[src/rtl/core/comm_aware_greedy_mapper_macros.svh]
// Assertion macros used by the mapper's datapath.
`ifndef COMM_AWARE_GREEDY_MAPPER_MACROS_SVH
`define COMM_AWARE_GREEDY_MAPPER_MACROS_SVH

// Same-cycle implication, ignored while reset is high.
`define CAGM_ASSERT_IMP(lbl, ante, cons, msg) \
   lbl: assert property (@(posedge clock) disable iff (reset) (ante) |-> (cons)) else $error(msg);

// Next-cycle implication, ignored while reset is high.
`define CAGM_ASSERT_NEXT(lbl, ante, cons, msg) \
   lbl: assert property (@(posedge clock) disable iff (reset) (ante) |=> (cons)) else $error(msg);

`endif

[src/rtl/core/cagm_pkg.sv]
// Types, constants and helpers shared by the mapper's controller and datapath.
package cagm_pkg;

   localparam int MAX_OBJECTS = 64;
   localparam int MAX_PES     = 16;
   localparam int MAX_EDGES   = 256;

   localparam int OBJ_W    = 6;
   localparam int PE_W     = 4;
   localparam int LOAD_W   = 56;
   localparam int WEIGHT_W = 48;
   localparam int BYTE_W   = 32;
   localparam int MSG_W    = 24;
   localparam int EIDX_W   = 8;
   localparam int ECNT_W   = 9;
   localparam int OCNT_W   = 7;
   localparam int PCNT_W   = 5;
   localparam int COST_W   = 32;
   localparam int MSUM_W   = 32;
   localparam int BSUM_W   = 40;
   localparam int PROD_W   = 64;
   localparam int CSR_IDX_W = 2;

   localparam int REQ_TDATA_W = 128;
   localparam int RSP_TDATA_W = 72;

   localparam logic [LOAD_W-1:0] LOAD_MAX = '1;

   localparam logic [PCNT_W-1:0] PE_COUNT_RESET  = 5'd16;
   localparam logic [COST_W-1:0] MSG_COST_RESET  = 32'd38482906;
   localparam logic [COST_W-1:0] BYTE_COST_RESET = 32'd9346;

   localparam logic [CSR_IDX_W-1:0] CSR_PE_COUNT  = 2'd0;
   localparam logic [CSR_IDX_W-1:0] CSR_MSG_COST  = 2'd1;
   localparam logic [CSR_IDX_W-1:0] CSR_BYTE_COST = 2'd2;

   typedef enum logic [1:0] {
      OP_OBJECT = 2'd0,
      OP_EDGE   = 2'd1,
      OP_RUN    = 2'd2
   } opcode_type;

   typedef enum logic [3:0] {
      S_IDLE,
      S_SEL,
      S_SCAN,
      S_PE_SET,
      S_MUL_MSG,
      S_MUL_BLO,
      S_MUL_BHI,
      S_BSUM,
      S_COST,
      S_TOTAL,
      S_CMP,
      S_PREP,
      S_PLACE,
      S_CLEAR
   } state_type;

   typedef struct packed {
      logic ld_obj;
      logic ld_edge;
      logic sel_start;
      logic sel_run;
      logic scan_start;
      logic scan_run;
      logic pe_set;
      logic mul_msg;
      logic mul_blo;
      logic mul_bhi;
      logic bsum;
      logic cost;
      logic total;
      logic cmp;
      logic pe_next;
      logic prep;
      logic place;
      logic clear;
   } cmd_type;

   typedef struct packed {
      logic sel_done;
      logic scan_done;
      logic pe_last;
      logic run_last;
      logic out_free;
      logic no_objects;
   } status_type;

   function automatic logic [LOAD_W-1:0] sat_add(input logic [LOAD_W-1:0] a,
                                                 input logic [LOAD_W-1:0] b);
      logic [LOAD_W:0] s;
      s = {1'b0, a} + {1'b0, b};
      return s[LOAD_W] ? LOAD_MAX : s[LOAD_W-1:0];
   endfunction

endpackage

[src/rtl/core/cagm_ctrl.sv]
// Sequencer for loading, placement steps and the end-of-run clear.
module cagm_ctrl
   import cagm_pkg::*;
(
   input  logic       clock,
   input  logic       reset,
   input  logic       req_tvalid,
   output logic       req_tready,
   input  logic [1:0] req_opcode,
   input  logic       req_from_remote,
   input  logic       req_to_remote,
   input  status_type status,
   output cmd_type    cmd
);

   state_type state_ff, state_in;
   logic      accept;

   always_ff @(posedge clock) begin
      if (reset) begin
         state_ff <= S_IDLE;
      end else begin
         state_ff <= state_in;
      end
   end

   always_comb begin
      state_in   = state_ff;
      cmd        = '0;
      req_tready = 1'b0;
      accept     = 1'b0;
      unique case (state_ff)
         S_IDLE: begin
            req_tready = 1'b1;
            accept     = req_tvalid;
            if (accept && req_opcode == OP_OBJECT) begin
               cmd.ld_obj = 1'b1;
            end
            // edges flagged remote on either end are dropped outright
            if (accept && req_opcode == OP_EDGE && !req_from_remote && !req_to_remote) begin
               cmd.ld_edge = 1'b1;
            end
            if (accept && req_opcode == OP_RUN) begin
               if (status.no_objects) begin
                  state_in = S_CLEAR;
               end else begin
                  cmd.sel_start = 1'b1;
                  state_in      = S_SEL;
               end
            end
         end
         S_SEL: begin
            cmd.sel_run = 1'b1;
            if (status.sel_done) begin
               cmd.scan_start = 1'b1;
               state_in       = S_SCAN;
            end
         end
         S_SCAN: begin
            cmd.scan_run = 1'b1;
            if (status.scan_done) begin
               state_in = S_PE_SET;
            end
         end
         S_PE_SET: begin
            cmd.pe_set = 1'b1;
            state_in   = S_MUL_MSG;
         end
         S_MUL_MSG: begin
            cmd.mul_msg = 1'b1;
            state_in    = S_MUL_BLO;
         end
         S_MUL_BLO: begin
            cmd.mul_blo = 1'b1;
            state_in    = S_MUL_BHI;
         end
         S_MUL_BHI: begin
            cmd.mul_bhi = 1'b1;
            state_in    = S_BSUM;
         end
         S_BSUM: begin
            cmd.bsum = 1'b1;
            state_in = S_COST;
         end
         S_COST: begin
            cmd.cost = 1'b1;
            state_in = S_TOTAL;
         end
         S_TOTAL: begin
            cmd.total = 1'b1;
            state_in  = S_CMP;
         end
         S_CMP: begin
            cmd.cmp = 1'b1;
            if (status.pe_last) begin
               state_in = S_PREP;
            end else begin
               cmd.pe_next = 1'b1;
               state_in    = S_PE_SET;
            end
         end
         S_PREP: begin
            cmd.prep = 1'b1;
            state_in = S_PLACE;
         end
         S_PLACE: begin
            if (status.out_free) begin
               cmd.place = 1'b1;
               if (status.run_last) begin
                  state_in = S_CLEAR;
               end else begin
                  cmd.sel_start = 1'b1;
                  state_in      = S_SEL;
               end
            end
         end
         S_CLEAR: begin
            cmd.clear = 1'b1;
            state_in  = S_IDLE;
         end
         default: begin
            state_in = S_IDLE;
         end
      endcase
   end

endmodule

[config.mk]
export PLATFORM = sky130hd
export DESIGN_NAME = cagm_ctrl
export DESIGN_NICKNAME = d
export VERILOG_FILES = /design/src/rtl/core/comm_aware_greedy_mapper_macros.svh /design/src/rtl/core/cagm_pkg.sv /design/src/rtl/core/cagm_ctrl.sv
export SDC_FILE = /design/constraint.sdc
export NUM_CORES = 1
export LEC_CHECK = 0
export ABC_CLOCK_PERIOD_IN_PS = 2200
export CORE_AREA = 2 2 39 41
export DETAILED_ROUTE_END_ITERATION = 8
export DIE_AREA = 0 0 41 43
export DONT_BUFFER_PORTS = 1
export PLACE_DENSITY_LB_ADDON = 0.12
export SYNTH_ARGS = -nofsm -noshare
export SYNTH_HDL_FRONTEND = slang
export SYNTH_SLANG_ARGS = --single-unit
[constraint.sdc]
create_clock -name clock -period 2.2 [get_ports clock]
set_clock_uncertainty 0.2 [all_clocks]
set_input_delay 0.11 -clock clock [delete_from_list [all_inputs] [get_ports clock]]
set_output_delay 0.11 -clock clock [all_outputs]
set_load 0.05 [all_outputs]
==> metrics.txt <==
post-detailed-route via-to-cell ratio 5.74; worst min path class input port to flop; count of endpoints failing hold in the final timing report 0; sum of overflow across all layers after global routing 0; count of flip-flops with a built-in enable after synthesis 0; final-layout setup total negative slack 0 ns; post-layout util 51.8%; Post-Synthesis Mean Instance Area 6.48 µm²; Period minus WS final 2.07 ns; XOR/XNOR share of the synthesized area 0%; Synthesis Warnings 0; area fraction of the dominant cell type after synthesis 16.9%; flip-flop count of the largest register, all copies and words added 4; power per cell area 1220 mW/mm²; initial cell density of the core 34.2%; total CTS buffers 3; pin slew with the least headroom to its limit 0.425 ns; largest net degree at the start of global routing 16; most flop-heavy register state_ff; met1 usage 23.8%; leakage power 0.293 nW; Netlist Area Pre-Place 473 µm²; endpoint required time on the critical path 1.89 ns; complex-gate fraction of the synthesized area 19.6%; final instance area 717 µm²; total wire length 1400 µm; worst endpoint data arrival time 1.76 ns; setup repair after global routing missed its margin no; Cell variety after synth 26; share of flip-flops with an asynchronous set or reset 0%; cell type with the highest aggregate area in the netlist dfxtp_1; CTS Root Buffer Type clkbuf_4; global routing usage on met2 24.7%; area share of fa/ha/maj cells after synthesis 0%; f_max 0.484 GHz; Post-Place Cells 104; Placement Rows 14; DRC violation count after routing 0; Worst-path clk slew 0.04 ns; clock latency at the later pin of the worst-skew pair 0.23 ns; most heavily used metal layer in global routing met2; signed area change from the synthesized netlist to the final layout 51.6%; mux contribution to synthesized area 0%; met3 GRT Util 3.66%; antenna violations before repair 0; Filler cells 140; Final period util 93.9%; synthesized instance count 73; largest registers ranked by flip-flop count state_ff (4); Net count, final 108; max-slew violation count 0; largest fanout of any net on the critical path 15; half-perimeter wire length of the detailed placement result 1060 µm; flop and latch count out of synthesis 4; net count after synthesis 86; area of the die 0.00176 mm²; H-tree Lvls 1; final estimated routing congestion in global placement 0.842; WL per Instance 12.9 µm; # diodes 0; share of post-route cells with drive strength above 1 35.5%; global-route wire length before repair 2200 µm; maximum buffer depth of the clock tree 2; type of element capturing the critical path output pin; max-slew headroom at the worst pin 71.6%; number of setup violations in the final report 0; top area cells in the synthesized netlist dfxtp_1 17%, nor3_1 11%, nor2_1 7.9%, nand2b_1 6.6%, o21ai_0 5.3%; top flip-flop cell by instance count after synthesis dfxtp_1; overall fraction of global-route tracks in use 17.7%; IO Count 32; number of clock sinks 4; Final Instance Count excl. Fillers 109; number of vias in the routed layout 626; most frequent cells after synthesis 10 x nor2_1, 10 x nor3_1, 5 x nand2b_1, 5 x o21ai_0, 4 x dfxtp_1; max-cap violations 0; run status finished clean; hold_buf cts 2; area post-placement 674 µm²; Floorplan Core Area 0.00138 mm²; number of routed nets with antenna violations 0; Die Ht 43 µm; vias in the first global route 537; postcts setup bufs 0; number of input and output port buffers inserted 0; largest family of logic cells by synthesized area simple AND/OR/NAND/NOR gates; drt initial violations 12; post-cts gate resize count 0; synthesized-area fraction occupied by and/or/nand/nor cells 57.1%; element type at the critical path start flop; largest vdd supply drop 0.827 mV; number of iterations in the first detailed-routing pass 4; x dimension of the die 41 µm; sequential area share after synthesis 16.9%; critical setup path kind flop to output pin; TritonCTS clock tree yes
[power breakdown]
group / switching, mW / leakage [nW] / internal (mW) / total (mW)
combinational: 0.405 / 0.246 / 0.219 / 0.624
sequential: 0.0578 / 0.0332 / 0.0989 / 0.157
clock: 0.0311 / 0.0138 / 0.0611 / 0.0922
[placed cells by master, fill, tap and decap left out]
cell and count:
and3_1 1, nor4_1 1, nand2_1 3, buf_12 1, nor2b_1 2, and2_1 3, o21ai_1 2, a21oi_1 2
o21ai_4 1, clkbuf_4 3, nor3_2 5, dfxtp_2 1, nor4b_1 2, o21ai_0 5, nor4_4 1, nand2b_1 5
nor2_1 10, a2111oi_0 1, or4b_4 1, buf_4 19, o31ai_1 1, nand3b_1 2, dlygate4sd3_1 2, inv_1 2
nand3_1 2, a211oi_1 1, a31oi_1 3, or3_1 1, dfxtp_1 3, nor3_1 5, nand2_2 1, or4b_1 1
[per-layer routing]
metal	wire length [µm]	vias up
met5	0	-
met4	0	0
met3	168	0
met2	647	41
met1	587	274
li1	-	311
[critical path, cell delays in order, from the launching register on]
cell and delay [ns]:
dfxtp_2 0.40, nor4_4 0.33, nand2_2 0.11, or4b_4 0.51, o21ai_4 0.17
[worst paths after layout]
check / from / end / slack [ns] / cells after the start
worst max-delay path: state_ff[2]$_SDFFE_PP0P_ / cmd[15] / 0.13 / 4
worst min register to register: state_ff[2]$_SDFFE_PP0P_ / state_ff[2]$_SDFFE_PP0P_ / 0.44 / 2
worst min-delay path: req_opcode[1] / state_ff[0]$_SDFFE_PP0P_ / 0.006 / 4
worst max register to register: state_ff[3]$_SDFFE_PP0P_ / state_ff[3]$_SDFFE_PP0P_ / 0.44 / 5
[cell families (layout without fill, tap and decap cells)]
family / after synthesis / in the layout
buffers and inverters: 7 / 27
AOI/OAI and AO/OA: 16 / 16
and+or+nand+nor: 46 / 46
DFF: 4 / 4
[cell type report]
type | count | area (µm²) | area share (%)
clock buffers | 3 | 22.5 | 3.14
inverters | 2 | 7.51 | 1.05
multi-input cells | 62 | 403 | 56.2
flip-flops and latches | 4 | 81.3 | 11.3
well taps | 16 | 20.0 | 2.79
repair buffers | 22 | 183 | 25.5
[stage by stage]
| step | power, mW | setup WS (ns) | hold slack (ns) |
|---|---|---|---|
| detailed placement | 0.776 | 0.373 | -0.0131 |
| global route | 0.939 | 0.0369 | 0.0454 |
| CTS | 0.877 | 0.111 | 0.00326 |
| finish | 0.873 | 0.133 | 0.00587 |
| global placement | 0.777 | 0.387 | -0.0153 |
| floorplan | 0.620 | 0.0000937 | -0.0190 |
(Power assumes the default switching activity.)
